File: src/rtl/core/prnu_pkg.sv
// prnu_pkg: shared types and constants of the PageRank node update block.
// Depends on nothing; the divider, multiplier and top level import it.
package prnu_pkg;

    localparam int unsigned SUM_BITS   = 48;
    localparam int unsigned ALPHA_BITS = 16;
    localparam int unsigned NDOCS_BITS = 21;
    localparam int unsigned TOTAL_BITS = SUM_BITS + 2;
    localparam int unsigned ADDR_BITS  = 3;
    localparam int unsigned DATA_BITS  = 32;

    localparam logic [ALPHA_BITS-1:0] ALPHA_RESET = 16'd55705;
    localparam logic [NDOCS_BITS-1:0] NDOCS_RESET = 21'd1;
    localparam logic [SUM_BITS-1:0]   SUM_MAX     = {SUM_BITS{1'b1}};

    // Register index, taken from address bit 2.
    typedef enum logic {
        REG_ALPHA    = 1'b0,
        REG_NUM_DOCS = 1'b1
    } reg_idx_t;

    typedef enum logic [2:0] {
        S_IDLE,
        S_DIV_LINK,
        S_DIV_BASE,
        S_MUL_SUM,
        S_MUL_OWN,
        S_FINISH
    } state_t;

    typedef struct packed {
        logic start;
        logic done;
    } unit_ctl_t;

endpackage

File: src/rtl/core/prnu_div.sv
// prnu_div: restoring divider, one quotient bit per cycle.
// Depends on prnu_pkg (unit_ctl_t).
module prnu_div #(
    parameter int unsigned NUM_W = 33,
    parameter int unsigned DEN_W = 21
) (
    input  logic                aclk,
    input  logic                aresetn,
    input  logic                start,
    input  logic [NUM_W-1:0]    num,
    input  logic [DEN_W-1:0]    den,
    output prnu_pkg::unit_ctl_t ctl,
    output logic [NUM_W-1:0]    quot
);
    import prnu_pkg::*;

    localparam int unsigned CNT_W = $clog2(NUM_W + 1);

    logic [NUM_W-1:0] quo_reg, quo_next;
    logic [DEN_W-1:0] rem_reg, rem_next;
    logic [DEN_W-1:0] den_reg;
    logic [CNT_W-1:0] cnt_reg, cnt_next;
    logic             busy_reg, busy_next;
    logic             done_reg, done_next;
    logic [DEN_W:0]   rem_shift;
    logic [DEN_W:0]   diff;
    logic             ge;

    assign rem_shift = {rem_reg, quo_reg[NUM_W-1]};
    assign diff      = rem_shift - {1'b0, den_reg};
    assign ge        = (rem_shift >= {1'b0, den_reg});

    always_comb begin
        quo_next  = quo_reg;
        rem_next  = rem_reg;
        cnt_next  = cnt_reg;
        busy_next = busy_reg;
        done_next = 1'b0;
        if (start) begin
            quo_next  = num;
            rem_next  = '0;
            cnt_next  = CNT_W'(NUM_W);
            busy_next = 1'b1;
        end else if (busy_reg) begin
            rem_next = ge ? diff[DEN_W-1:0] : rem_shift[DEN_W-1:0];
            quo_next = {quo_reg[NUM_W-2:0], ge};
            cnt_next = cnt_reg - 1'b1;
            if (cnt_reg == CNT_W'(1)) begin
                busy_next = 1'b0;
                done_next = 1'b1;
            end
        end
    end

    always_ff @(posedge aclk) begin
        if (!aresetn) begin
            busy_reg <= 1'b0;
            done_reg <= 1'b0;
            cnt_reg  <= '0;
        end else begin
            busy_reg <= busy_next;
            done_reg <= done_next;
            cnt_reg  <= cnt_next;
        end
    end

    always_ff @(posedge aclk) begin
        quo_reg <= quo_next;
        rem_reg <= rem_next;
        if (start) begin
            den_reg <= den;
        end
    end

    assign ctl.start = start;
    assign ctl.done  = done_reg;
    assign quot      = quo_reg;

endmodule

File: src/rtl/core/prnu_mul.sv
// prnu_mul: shift-add multiplier giving floor(a * x / 2^16), one bit of a per cycle.
// Depends on prnu_pkg (ALPHA_BITS, unit_ctl_t).
module prnu_mul #(
    parameter int unsigned X_W = 48
) (
    input  logic                          aclk,
    input  logic                          aresetn,
    input  logic                          start,
    input  logic [prnu_pkg::ALPHA_BITS-1:0] a,
    input  logic [X_W-1:0]                x,
    output prnu_pkg::unit_ctl_t           ctl,
    output logic [X_W-1:0]                prod
);
    import prnu_pkg::*;

    localparam int unsigned CNT_W = $clog2(ALPHA_BITS + 1);

    logic [ALPHA_BITS-1:0] a_reg, a_next;
    logic [X_W-1:0]        x_reg;
    logic [X_W-1:0]        acc_reg, acc_next;
    logic [CNT_W-1:0]      cnt_reg, cnt_next;
    logic                  busy_reg, busy_next;
    logic                  done_reg, done_next;
    logic [X_W:0]          sum;

    // The running value stays below x, so the sum fits one extra bit.
    assign sum = {1'b0, acc_reg} + (a_reg[0] ? {1'b0, x_reg} : '0);

    always_comb begin
        a_next    = a_reg;
        acc_next  = acc_reg;
        cnt_next  = cnt_reg;
        busy_next = busy_reg;
        done_next = 1'b0;
        if (start) begin
            a_next    = a;
            acc_next  = '0;
            cnt_next  = CNT_W'(ALPHA_BITS);
            busy_next = 1'b1;
        end else if (busy_reg) begin
            acc_next = sum[X_W:1];
            a_next   = a_reg >> 1;
            cnt_next = cnt_reg - 1'b1;
            if (cnt_reg == CNT_W'(1)) begin
                busy_next = 1'b0;
                done_next = 1'b1;
            end
        end
    end

    always_ff @(posedge aclk) begin
        if (!aresetn) begin
            busy_reg <= 1'b0;
            done_reg <= 1'b0;
            cnt_reg  <= '0;
        end else begin
            busy_reg <= busy_next;
            done_reg <= done_next;
            cnt_reg  <= cnt_next;
        end
    end

    always_ff @(posedge aclk) begin
        a_reg   <= a_next;
        acc_reg <= acc_next;
        if (start) begin
            x_reg <= x;
        end
    end

    assign ctl.start = start;
    assign ctl.done  = done_reg;
    assign prod      = acc_reg;

endmodule

File: src/rtl/core/pagerank_node_update.sv
// pagerank_node_update: top level of the PageRank node update block.
// Depends on prnu_pkg, prnu_div and prnu_mul.
//
//  channel | direction | handshake          | word
//  --------+-----------+--------------------+-----------------------------------------
//  s_      | in        | s_valid / s_ready  | one in-link of the document being updated
//  m_      | out       | m_valid / m_ready  | new rank and saturation flag
//  apb     | in        | psel/penable/pready| alpha at 0x0, num_docs at 0x4
//
// Steps: an in-link with non-zero degree goes through the bit-serial divider; an item
// with no link or zero degree skips the divider. The last item adds the teleport division,
// the alpha * sum multiply, a second multiply when the document has no out-links, and
// the load of the output register.
// Reset is synchronous on aresetn low; alpha returns to 55705 and num_docs to 1.
// The result sits in an output register, so a stall on m_ready holds only the finish
// step of the next document; no in-links are taken while that step waits.
module pagerank_node_update #(
    parameter int unsigned RANK_BITS   = 32,
    parameter int unsigned DEGREE_BITS = 16
) (
    input  logic                           aclk,
    input  logic                           aresetn,
    // input words
    input  logic                           s_valid,
    output logic                           s_ready,
    input  logic                           s_link_valid,
    input  logic [RANK_BITS-1:0]           s_neighbor_prev_rank,
    input  logic [DEGREE_BITS-1:0]         s_neighbor_out_degree,
    input  logic [RANK_BITS-1:0]           s_own_prev_rank,
    input  logic                           s_own_no_out_links,
    input  logic                           s_last,
    // result words
    output logic                           m_valid,
    input  logic                           m_ready,
    output logic [RANK_BITS-1:0]           m_new_rank,
    output logic                           m_saturated,
    // configuration
    input  logic                           psel,
    input  logic                           penable,
    input  logic                           pwrite,
    input  logic [prnu_pkg::ADDR_BITS-1:0] paddr,
    input  logic [prnu_pkg::DATA_BITS-1:0] pwdata,
    output logic [prnu_pkg::DATA_BITS-1:0] prdata,
    output logic                           pready
);
    import prnu_pkg::*;

    // The divider serves both the in-link quotients and the teleport term.
    localparam int unsigned NUM_W = RANK_BITS + 1;
    localparam int unsigned DEN_W = (DEGREE_BITS > NDOCS_BITS) ? DEGREE_BITS : NDOCS_BITS;

    state_t state_reg, state_next;

    logic [ALPHA_BITS-1:0] alpha_reg;
    logic [NDOCS_BITS-1:0] num_docs_reg;

    logic                  last_reg;
    logic                  own_nol_reg;
    logic [RANK_BITS-1:0]  own_rank_reg;
    logic [SUM_BITS-1:0]   link_sum_reg, link_sum_next;
    logic                  sum_clip_reg, sum_clip_next;
    logic [TOTAL_BITS-1:0] total_reg, total_next;

    logic                  m_valid_reg, m_valid_next;
    logic [RANK_BITS-1:0]  m_new_rank_reg;
    logic                  m_saturated_reg;

    logic                  s_fire;
    logic                  cfg_write;
    logic                  out_free;
    logic                  link_live;
    logic                  over;

    // divider and multiplier hook-up
    logic                  div_start;
    logic [NUM_W-1:0]      div_num;
    logic [DEN_W-1:0]      div_den;
    logic [NUM_W-1:0]      div_quot;
    unit_ctl_t             div_ctl;
    logic                  mul_start;
    logic [SUM_BITS-1:0]   mul_x;
    logic [SUM_BITS-1:0]   mul_prod;
    unit_ctl_t             mul_ctl;

    logic [ALPHA_BITS:0]   teleport;
    logic [NDOCS_BITS-1:0] docs_eff;
    logic [SUM_BITS:0]     sum_wide;

    assign s_ready   = (state_reg == S_IDLE);
    assign s_fire    = s_valid && s_ready;
    assign out_free  = !m_valid_reg || m_ready;
    assign link_live = s_link_valid && (s_neighbor_out_degree != '0);

    // Teleport numerator: (2^16 - alpha) scaled up to the rank's fraction width.
    assign teleport = (ALPHA_BITS + 1)'(1 << ALPHA_BITS) - {1'b0, alpha_reg};
    assign docs_eff = (num_docs_reg == '0) ? NDOCS_RESET : num_docs_reg;

    // ---------------------------------------------------------------
    // Configuration port: zero-wait, written in the access phase.
    // ---------------------------------------------------------------
    assign pready    = 1'b1;
    assign cfg_write = psel && penable && pwrite && pready;

    always_ff @(posedge aclk) begin
        if (!aresetn) begin
            alpha_reg    <= ALPHA_RESET;
            num_docs_reg <= NDOCS_RESET;
        end else if (cfg_write) begin
            case (reg_idx_t'(paddr[2]))
                REG_ALPHA:    alpha_reg    <= pwdata[ALPHA_BITS-1:0];
                REG_NUM_DOCS: num_docs_reg <= pwdata[NDOCS_BITS-1:0];
                default:      ;
            endcase
        end
    end

    always_comb begin
        case (reg_idx_t'(paddr[2]))
            REG_ALPHA:    prdata = DATA_BITS'(alpha_reg);
            REG_NUM_DOCS: prdata = DATA_BITS'(num_docs_reg);
            default:      prdata = '0;
        endcase
    end

    // ---------------------------------------------------------------
    // Sequencer: next state
    // ---------------------------------------------------------------
    always_comb begin
        state_next = state_reg;
        case (state_reg)
            S_IDLE: begin
                if (s_fire) begin
                    if (link_live) begin
                        state_next = S_DIV_LINK;
                    end else if (s_last) begin
                        state_next = S_DIV_BASE;
                    end
                end
            end
            S_DIV_LINK: begin
                if (div_ctl.done) begin
                    state_next = last_reg ? S_DIV_BASE : S_IDLE;
                end
            end
            S_DIV_BASE: begin
                if (div_ctl.done) begin
                    state_next = S_MUL_SUM;
                end
            end
            S_MUL_SUM: begin
                if (mul_ctl.done) begin
                    state_next = own_nol_reg ? S_MUL_OWN : S_FINISH;
                end
            end
            S_MUL_OWN: begin
                if (mul_ctl.done) begin
                    state_next = S_FINISH;
                end
            end
            S_FINISH: begin
                if (out_free) begin
                    state_next = S_IDLE;
                end
            end
            default: state_next = S_IDLE;
        endcase
    end

    // ---------------------------------------------------------------
    // Sequencer: unit starts and operand selection
    // ---------------------------------------------------------------
    always_comb begin
        div_start = 1'b0;
        div_num   = NUM_W'(teleport) << (RANK_BITS - ALPHA_BITS);
        div_den   = DEN_W'(docs_eff);
        mul_start = 1'b0;
        mul_x     = link_sum_next;
        case (state_reg)
            S_IDLE: begin
                if (s_fire && link_live) begin
                    div_start = 1'b1;
                    div_num   = NUM_W'(s_neighbor_prev_rank);
                    div_den   = DEN_W'(s_neighbor_out_degree);
                end else if (s_fire && s_last) begin
                    div_start = 1'b1;
                end
            end
            S_DIV_LINK: begin
                div_start = div_ctl.done && last_reg;
            end
            S_DIV_BASE: begin
                mul_start = div_ctl.done;
            end
            S_MUL_SUM: begin
                mul_start = mul_ctl.done && own_nol_reg;
                mul_x     = SUM_BITS'(own_rank_reg);
            end
            default: ;
        endcase
    end

    // ---------------------------------------------------------------
    // Datapath: running sum, total and output register
    // ---------------------------------------------------------------
    assign sum_wide = {1'b0, link_sum_reg} + (SUM_BITS + 1)'(div_quot);
    assign over     = (total_reg[TOTAL_BITS-1:RANK_BITS] != '0);

    always_comb begin
        link_sum_next = link_sum_reg;
        sum_clip_next = sum_clip_reg;
        total_next    = total_reg;
        m_valid_next  = m_valid_reg && !m_ready;
        case (state_reg)
            S_DIV_LINK: begin
                // saturating add of the in-link quotient
                if (div_ctl.done) begin
                    if (sum_wide[SUM_BITS]) begin
                        link_sum_next = SUM_MAX;
                        sum_clip_next = 1'b1;
                    end else begin
                        link_sum_next = sum_wide[SUM_BITS-1:0];
                    end
                end
            end
            S_DIV_BASE: begin
                if (div_ctl.done) begin
                    total_next = TOTAL_BITS'(div_quot);
                end
            end
            S_MUL_SUM, S_MUL_OWN: begin
                if (mul_ctl.done) begin
                    total_next = total_reg + TOTAL_BITS'(mul_prod);
                end
            end
            S_FINISH: begin
                if (out_free) begin
                    m_valid_next  = 1'b1;
                    link_sum_next = '0;
                    sum_clip_next = 1'b0;
                end
            end
            default: ;
        endcase
    end

    always_ff @(posedge aclk) begin
        if (!aresetn) begin
            state_reg    <= S_IDLE;
            link_sum_reg <= '0;
            sum_clip_reg <= 1'b0;
            m_valid_reg  <= 1'b0;
        end else begin
            state_reg    <= state_next;
            link_sum_reg <= link_sum_next;
            sum_clip_reg <= sum_clip_next;
            m_valid_reg  <= m_valid_next;
        end
    end

    always_ff @(posedge aclk) begin
        total_reg <= total_next;
        if (s_fire) begin
            last_reg     <= s_last;
            own_nol_reg  <= s_own_no_out_links;
            own_rank_reg <= s_own_prev_rank;
        end
        if (state_reg == S_FINISH && out_free) begin
            // clip to all ones
            m_new_rank_reg  <= over ? {RANK_BITS{1'b1}} : total_reg[RANK_BITS-1:0];
            m_saturated_reg <= over || sum_clip_reg;
        end
    end

    assign m_valid     = m_valid_reg;
    assign m_new_rank  = m_new_rank_reg;
    assign m_saturated = m_saturated_reg;

    prnu_div #(
        .NUM_W (NUM_W),
        .DEN_W (DEN_W)
    ) u_div (
        .aclk    (aclk),
        .aresetn (aresetn),
        .start   (div_start),
        .num     (div_num),
        .den     (div_den),
        .ctl     (div_ctl),
        .quot    (div_quot)
    );

    prnu_mul #(
        .X_W (SUM_BITS)
    ) u_mul (
        .aclk    (aclk),
        .aresetn (aresetn),
        .start   (mul_start),
        .a       (alpha_reg),
        .x       (mul_x),
        .ctl     (mul_ctl),
        .prod    (mul_prod)
    );

    // ---------------------------------------------------------------
    // Assertions
    // ---------------------------------------------------------------
    a_clip_means_full: assert property (@(posedge aclk) disable iff (!aresetn)
        sum_clip_reg |-> (link_sum_reg == SUM_MAX))
        else $error("sticky clip set while running sum is not full");

    a_div_done_owned: assert property (@(posedge aclk) disable iff (!aresetn)
        div_ctl.done |-> (state_reg == S_DIV_LINK || state_reg == S_DIV_BASE))
        else $error("divider finished outside a division step");

    a_mul_done_owned: assert property (@(posedge aclk) disable iff (!aresetn)
        mul_ctl.done |-> (state_reg == S_MUL_SUM || state_reg == S_MUL_OWN))
        else $error("multiplier finished outside a multiply step");

    a_empty_item_quick: assert property (@(posedge aclk) disable iff (!aresetn)
        (s_fire && !s_last && !link_live) |=> (state_reg == S_IDLE))
        else $error("item without contribution did not return to idle");

endmodule
File: config.mk
export PLATFORM = sky130hd
export DESIGN_NAME = pagerank_node_update
export DESIGN_NICKNAME = d
export VERILOG_FILES = /design/src/rtl/core/prnu_pkg.sv /design/src/rtl/core/prnu_div.sv /design/src/rtl/core/prnu_mul.sv /design/src/rtl/core/pagerank_node_update.sv
export SDC_FILE = /design/constraint.sdc
export NUM_CORES = 1
export LEC_CHECK = 0
export BUFFER_PORTS_ARGS = -buffer_cell sky130_fd_sc_hd__buf_4
export CAP_MARGIN = 20
export CORE_AREA = 2 2 298 300
export CTS_BUF_LIST = sky130_fd_sc_hd__clkbuf_16
export CTS_CLUSTER_SIZE = 25
export DETAILED_ROUTE_END_ITERATION = 16
export DIE_AREA = 0 0 300 302
export PLACE_DENSITY = 0.56
export SLEW_MARGIN = 20
export SYNTH_ARGS = -nofsm -noshare
export SYNTH_HDL_FRONTEND = slang
export SYNTH_HIERARCHICAL = 1
export SYNTH_SLANG_ARGS = --single-unit
File: constraint.sdc
create_clock -name aclk -period 6.45 [get_ports aclk]
set_input_delay 0.3225 -clock aclk [delete_from_list [all_inputs] [get_ports aclk]]
set_output_delay 0.3225 -clock aclk [all_outputs]
set_load 0.05 [all_outputs]
==> results by group, run 1 <==
Outcome
  • Result of the run: complete, no violations

STA
  • Worst Clk Skew: about 0.025 ns
  • TNS Setup: 0 ns
  • Max Freq: roughly 250 MHz
  • Minimum clock period: ~4.0 ns
  • Relative slew slack: 0.248
  • Hold Vio Cnt, Final: 0
  • Slew @ Worst Pin: roughly 1.1 ns
  • RSZ-0062 raised after global routing: no
  • Tcrit/Tclk final: 0.619
  • Final number of max-transition violations: 0
  • Setup-failing EPs final: 0

Die
  • Core ar.: 87600 µm²
  • Starting Density: 0.298
  • Die height: slightly above 300 µm
  • Die area: roughly 91000 µm²
  • Row Count: 109
  • Top Ports: slightly below 200
  • Die W: about 300 µm

Cells and area
  • Layout cells sized above 1: 0.126
  • Max reg flops: 50
  • FILL cells: between 9000 and 10000
  • Area grow syn2layout: 17.2%
  • Final Util: 0.349
  • Nets: about 3300

Detailed routing
  • WL/cell: between 15 and 20 µm
  • Initial drt markers: ~1500
  • Highest metal used: met4
  • DRC viols: 0
  • Via count: around 22000
  • Routed wl met3: between 4000 and 5000 µm
  • Routed Antenna Nets: 0
  • Post-Route WL: roughly 80000 µm
  • Met1 wire length: around 40000 µm
  • DRT Pass-1 Iters: 7
  • Met2 WL post-DR: around 34000 µm
  • Vias per std cell: about 5.1

Clock tree
  • Clock latency at the later pin of the worst-skew pair: 0.61 ns
  • CTS tree: built
  • CTS Buffer Depth: 3
  • CTS H-tree lvls: 2
  • Clk slew on worst S/H paths: around 0.06 ns
  • Cts hold-fix bufs: 70
  • Root buffer cell: clkbuf_16
  • Sink Count: between 400 and 500
  • Num CTS Buffers: 46
  • Postcts setup bufs: 0
  • CTS-repair resized insts: 0

Critical path
  • Worst reg2reg path endpoint: u_mul/x_reg[36]$_DFFE_PP_
  • R2r setup slk: 2.46 ns
  • Endpoint class of the critical path: flop
  • Arr. time, crit path: 4.39 ns
  • WP data required: 6.85 ns
  • RR Startpoint: u_div/quot[0]$_DFFE_PP_
  • Worst setup SP type: flop
  • CP Max Fanout: 6
  • Worst r2r path cells: 11
  • Worst Path Class, Setup: reg2reg

Worst hold path
  • Worst hold path class: in2reg
  • Worst Hold Launch: s_neighbor_out_degree[0]
  • Hold EP: u_div/den_reg[0]$_DFFE_PP_
  • Hold depth: 3

Pwr
  • P per Cell Area: 338 nW/µm²
  • Peak VDD IR: 0.000188 V
  • Pleak: ~0.012 µW

Job
  • Max-cap viol count: 0

GRT
  • Initial antenna violation count: 3
  • Tot GR Track Use: 0.171
  • Vias in the first global route: 20400
  • Largest net degree at the start of global routing: 86
  • First-pass GRT wire length: approximately 120000 µm
  • GR Overflow Total: 0

Placed design
  • Port Buffers: between 150 and 200
  • Routability cong.: 0.914
  • Hpwl dp: between 60000 and 70000 µm

Logic synthesis
  • Post-Syn Instances: between 2000 and 3000
  • Synthesized area: 26000 µm²
  • Syn avg cell area: about 9 µm²
  • Synth warn: 6
[cell type report]
| class | instances | area, µm² | share of cell area |
|---|---|---|---|
| multi-input combinational | 2250 | 14600 | 0.479 |
| antenna | 2 | 5.00 | 0.000164 |
| clock buffer | 46 | 1150 | 0.0377 |
| clock inverter | 40 | 288 | 0.00942 |
| inverter | 85 | 319 | 0.0104 |
| sequential | 409 | 10500 | 0.345 |
| timing repair buffer | 263 | 2160 | 0.0708 |
| tap | 1165 | 1460 | 0.0477 |
[power by group]
part / switching [µW] / leakage (µW) / internal [µW]
clock network: 1140 / 0.000744 / 1400
registers: 545 / 0.00350 / 3320
logic: 2420 / 0.00770 / 1520
[stage by stage]
stage               hold WS, ns  instances  instance area (µm²)  total power, µW  setup slack, ns
floorplan                 0.421       2901                26100             6580            0.791
global placement          0.469       4102                28400             7740             2.56
detailed placement        0.476       4102                28400             7750             2.54
CTS                      0.0190       4258                30500            10400             2.53
global route             0.0343       4260                30500            11000             2.27
finish                   0.0539       4260                30500            10300             2.46
[layout by cell type, fill, tap and decap left out, drive strengths merged, types with 29 or more instances in the layout]
| cell | instances |
|---|---|
| a21o | 67 |
| a21oi | 284 |
| a31oi | 47 |
| and2 | 88 |
| and3 | 34 |
| buf | 193 |
| clkbuf | 46 |
| dfxtp | 174 |
| dlygate4sd3 | 70 |
| edfxtp | 235 |
| ha | 154 |
| inv | 102 |
| mux2 | 67 |
| nand2 | 345 |
| nand2b | 52 |
| nand3 | 73 |
| nand4 | 38 |
| nor2 | 252 |
| nor3 | 56 |
| nor4 | 36 |
| o21a | 29 |
| o21ai | 145 |
| o21bai | 30 |
| xnor2 | 79 |
| xor2 | 51 |
[worst max path at each step]
| stage | startpoint | to | slack [ns] | cells past startpoint |
|---|---|---|---|---|
| 5_1_grt | u_div/quot[0]$_DFFE_PP_ | u_mul/x_reg[36]$_DFFE_PP_ | 2.27 | 11 |
| 3_5_place_dp | u_div/quot[0]$_DFFE_PP_ | u_mul/x_reg[38]$_DFFE_PP_ | 2.54 | 11 |
| 6_report | u_div/quot[0]$_DFFE_PP_ | u_mul/x_reg[36]$_DFFE_PP_ | 2.46 | 11 |
| 2_1_floorplan | state_reg[2]$_SDFFE_PN0P_ | u_div/quot[0]$_DFFE_PP_ | 0.79 | 11 |
| 4_1_cts | u_div/quot[0]$_DFFE_PP_ | u_mul/x_reg[36]$_DFFE_PP_ | 2.53 | 11 |
| 3_3_place_gp | u_div/quot[0]$_DFFE_PP_ | u_mul/x_reg[38]$_DFFE_PP_ | 2.56 | 11 |
[layer usage]
layer | vias up | track usage
li1 | 10900 | -
met1 | 10200 | 0.251
met2 | 563 | 0.261
met4 | 0 | 0.0486
met3 | 96 | 0.0218
met5 | - | 0
[worst max-delay path, stage by stage (launching register included)]
cell	delay, ns
edfxtp_1	0.44
ha_1	0.24
fa_1	0.44
a211oi_2	0.27
o21ai_1	0.16
a221oi_1	0.63
o211ai_1	0.23
a31oi_2	0.34
nor4_1	0.19
or2_0	0.36
a41o_1	0.29
nor3_1	0.20
Note: power is estimated with default switching activity, not from simulation.
==> run 2: changes to the inputs <==
- PLACE_DENSITY: 0.56 -> 0.58
- clock period: 6.45 -> 3.6 ns (I/O delays scaled with it)
==> run 2 against run 1 <==
Count of clock-buffer cells in the layout up 1. Clock skew up 0.011 ns. First-iteration DRC count is 13% higher. Largest cell class unchanged. Largest power group unchanged.
==> results by group, run 2 (synthesis gave the netlist of run 1 again) <==
Outcome
  • Result of the run: complete, no violations

Worst hold path
  • Worst hold path class: in2reg

Detailed routing
  • Vias per std cell: about 5
  • DRC viols: 0
  • Initial drt markers: approximately 1700
  • Via count: 22300
  • WL/cell: around 19 µm
  • DRT Pass-1 Iters: 7
  • Post-Route WL: 82100 µm
  • Routed Antenna Nets: 0

Clock tree
  • CTS tree: built
  • Clk slew on worst S/H paths: around 0.060 ns
  • CTS Buffer Depth: 3
  • Root buffer cell: clkbuf_16
  • Sink Count: a little over 400
  • Num CTS Buffers: 47
  • Clock latency at the later pin of the worst-skew pair: approximately 0.61 ns
  • CTS H-tree lvls: 2

STA
  • TNS Setup: 0 ns
  • Relative slew slack: 0.281
  • Final worst slack: around 0.18 ns
  • Setup-failing EPs final: 0
  • Max Freq: approximately 300 MHz
  • Slew @ Worst Pin: roughly 1.1 ns
  • Hold Vio Cnt, Final: 0
  • Worst Clk Skew: between 0.03 and 0.04 ns
  • RSZ-0062 raised after global routing: yes
  • Tcrit/Tclk final: 0.950
  • Final number of max-transition violations: 0
  • Minimum clock period: about 3.4 ns

Cells and area
  • Commonest non-fill, non-tap cell in the layout: nand2_1
  • FILL cells: 8952
  • Layout cells sized above 1: 0.150
  • Final Util: 0.357
  • Most frequent cells in the layout: nand2_1 (341), a21oi_1 (280), buf_4 (269)
  • Post-route design area: ~31000 µm²
  • Area grow syn2layout: 20.1%
  • Nets: approximately 3400
  • Max reg flops: 50

Critical path
  • R2r setup slk: roughly 0.18 ns
  • CP Cell Sequence: ha_1, and2_1, a31oi_1, a2111oi_4, nor2_1, o41a_1, a2111oi_0, nor4bb_1, nor2_1
  • WP data required: 4.05 ns
  • CP max stage delay: between 0.5 and 0.6 ns
  • Most frequent cell on the critical path: nor2_1
  • Endpoint class of the critical path: flop
  • Worst setup SP type: flop
  • Arr. time, crit path: 3.87 ns
  • Worst path slowest cell: a2111oi_4
  • Worst Path Class, Setup: reg2reg
  • CP Max Fanout: 6

Pwr
  • Pleak: roughly 0.012 µW
  • P per Cell Area: 610 nW/µm²
  • Peak VDD IR: just over 0.0005 V

GRT
  • Largest net degree at the start of global routing: 64
  • Tot GR Track Use: 0.177
  • Vias in the first global route: around 21000
  • GR Overflow Total: 0
  • Initial antenna violation count: 8
  • First-pass GRT wire length: around 130000 µm

Placed design
  • Routability cong.: roughly 0.9
  • Port Buffers: between 150 and 200
  • Hpwl dp: around 63000 µm
  • Placed cell areas: 29100 µm²
  • Dpl ws: 0.163 ns

Job
  • Max-cap viol count: 0

Die
  • Starting Density: 0.298
  • Die height: 302 µm
  • Core ar.: 87600 µm²
  • Die area: roughly 90000 µm²
  • Top Ports: 193
  • Die W: around 300 µm
  • Row Count: 109
==> run 2: changes by cell type in the layout (fill, tap and decap cells not counted), moves of 2 or more <==
cell	before	now
buf_4	192	269
buf_12	1	5
inv_4	2	0
clkinv_1	9	4
inv_1	95	99
diode_2	2	6
clkinv_2	7	9
==> run 2: critical path, delay by kind of cell (launching register included) <==
| family | cells | cell delay, ns |
|---|---|---|
| compound gates | 4 | 1.62 |
| simple gates | 4 | 0.70 |
| flops | 1 | 0.51 |
| fa+ha+maj | 1 | 0.44 |
==> run 2: power breakdown <==
part / internal [µW] / switching [µW] / total, µW
logic: 3030 / 4720 / 7740
registers: 5940 / 734 / 6680
clock network: 2620 / 2070 / 4680
total: 11600 / 7520 / 19100
==> run 2: final timing paths <==
check	endpoint	depth (start not counted)	startpoint
setup / recovery	u_mul/x_reg[44]$_DFFE_PP_	9	u_div/quot[10]$_DFFE_PP_
hold / removal	u_div/quot[12]$_DFFE_PP_	3	s_neighbor_prev_rank[12]
setup reg to reg	u_mul/x_reg[44]$_DFFE_PP_	9	u_div/quot[10]$_DFFE_PP_
hold reg to reg	num_docs_reg[14]$_SDFFE_PN0P_	2	num_docs_reg[14]$_SDFFE_PN0P_
==> run 2: timing repair <==
| action | in CTS | in global routing |
|---|---|---|
| endpoints found under the setup margin | 0 | 18 |
| hold buffers | 71 | 0 |
| gates resized for setup | 0 | 7 |
| buffers inserted | 0 | 0 |
| endpoints found under the hold margin | 87 | 0 |
==> run 2: layout make-up <==
type	instances	area (µm²)	area share
multi-input cells	2250	14600	0.468
flip-flops and latches	409	10500	0.337
repair buffers	345	2830	0.0904
well taps	1165	1460	0.0466
clock buffers	47	1180	0.0376
inverters	85	323	0.0103
clock inverters	41	308	0.00984
diodes	6	15.0	0.000480
==> run 2: stage by stage <==
| step | hold WS [ns] | power, µW | cells |
|---|---|---|---|
| floorplan | 0.279 | 11800 | 2901 |
| global placement | 0.360 | 14300 | 4183 |
| detailed placement | 0.360 | 14300 | 4183 |
| CTS | 0.00146 | 19100 | 4342 |
| global route | 0.0305 | 20300 | 4348 |
| finish | 0.0409 | 19100 | 4348 |
==> run 2: routing by layer <==
| layer | track usage | wire, µm | up-vias |
|---|---|---|---|
| met4 | 0.0575 | 2570 | 2 |
| met1 | 0.253 | 39500 | 10500 |
| met3 | 0.0235 | 4450 | 117 |
| li1 | - | - | 11100 |
| met5 | 0 | 13 | - |
| met2 | 0.276 | 35500 | 580 |
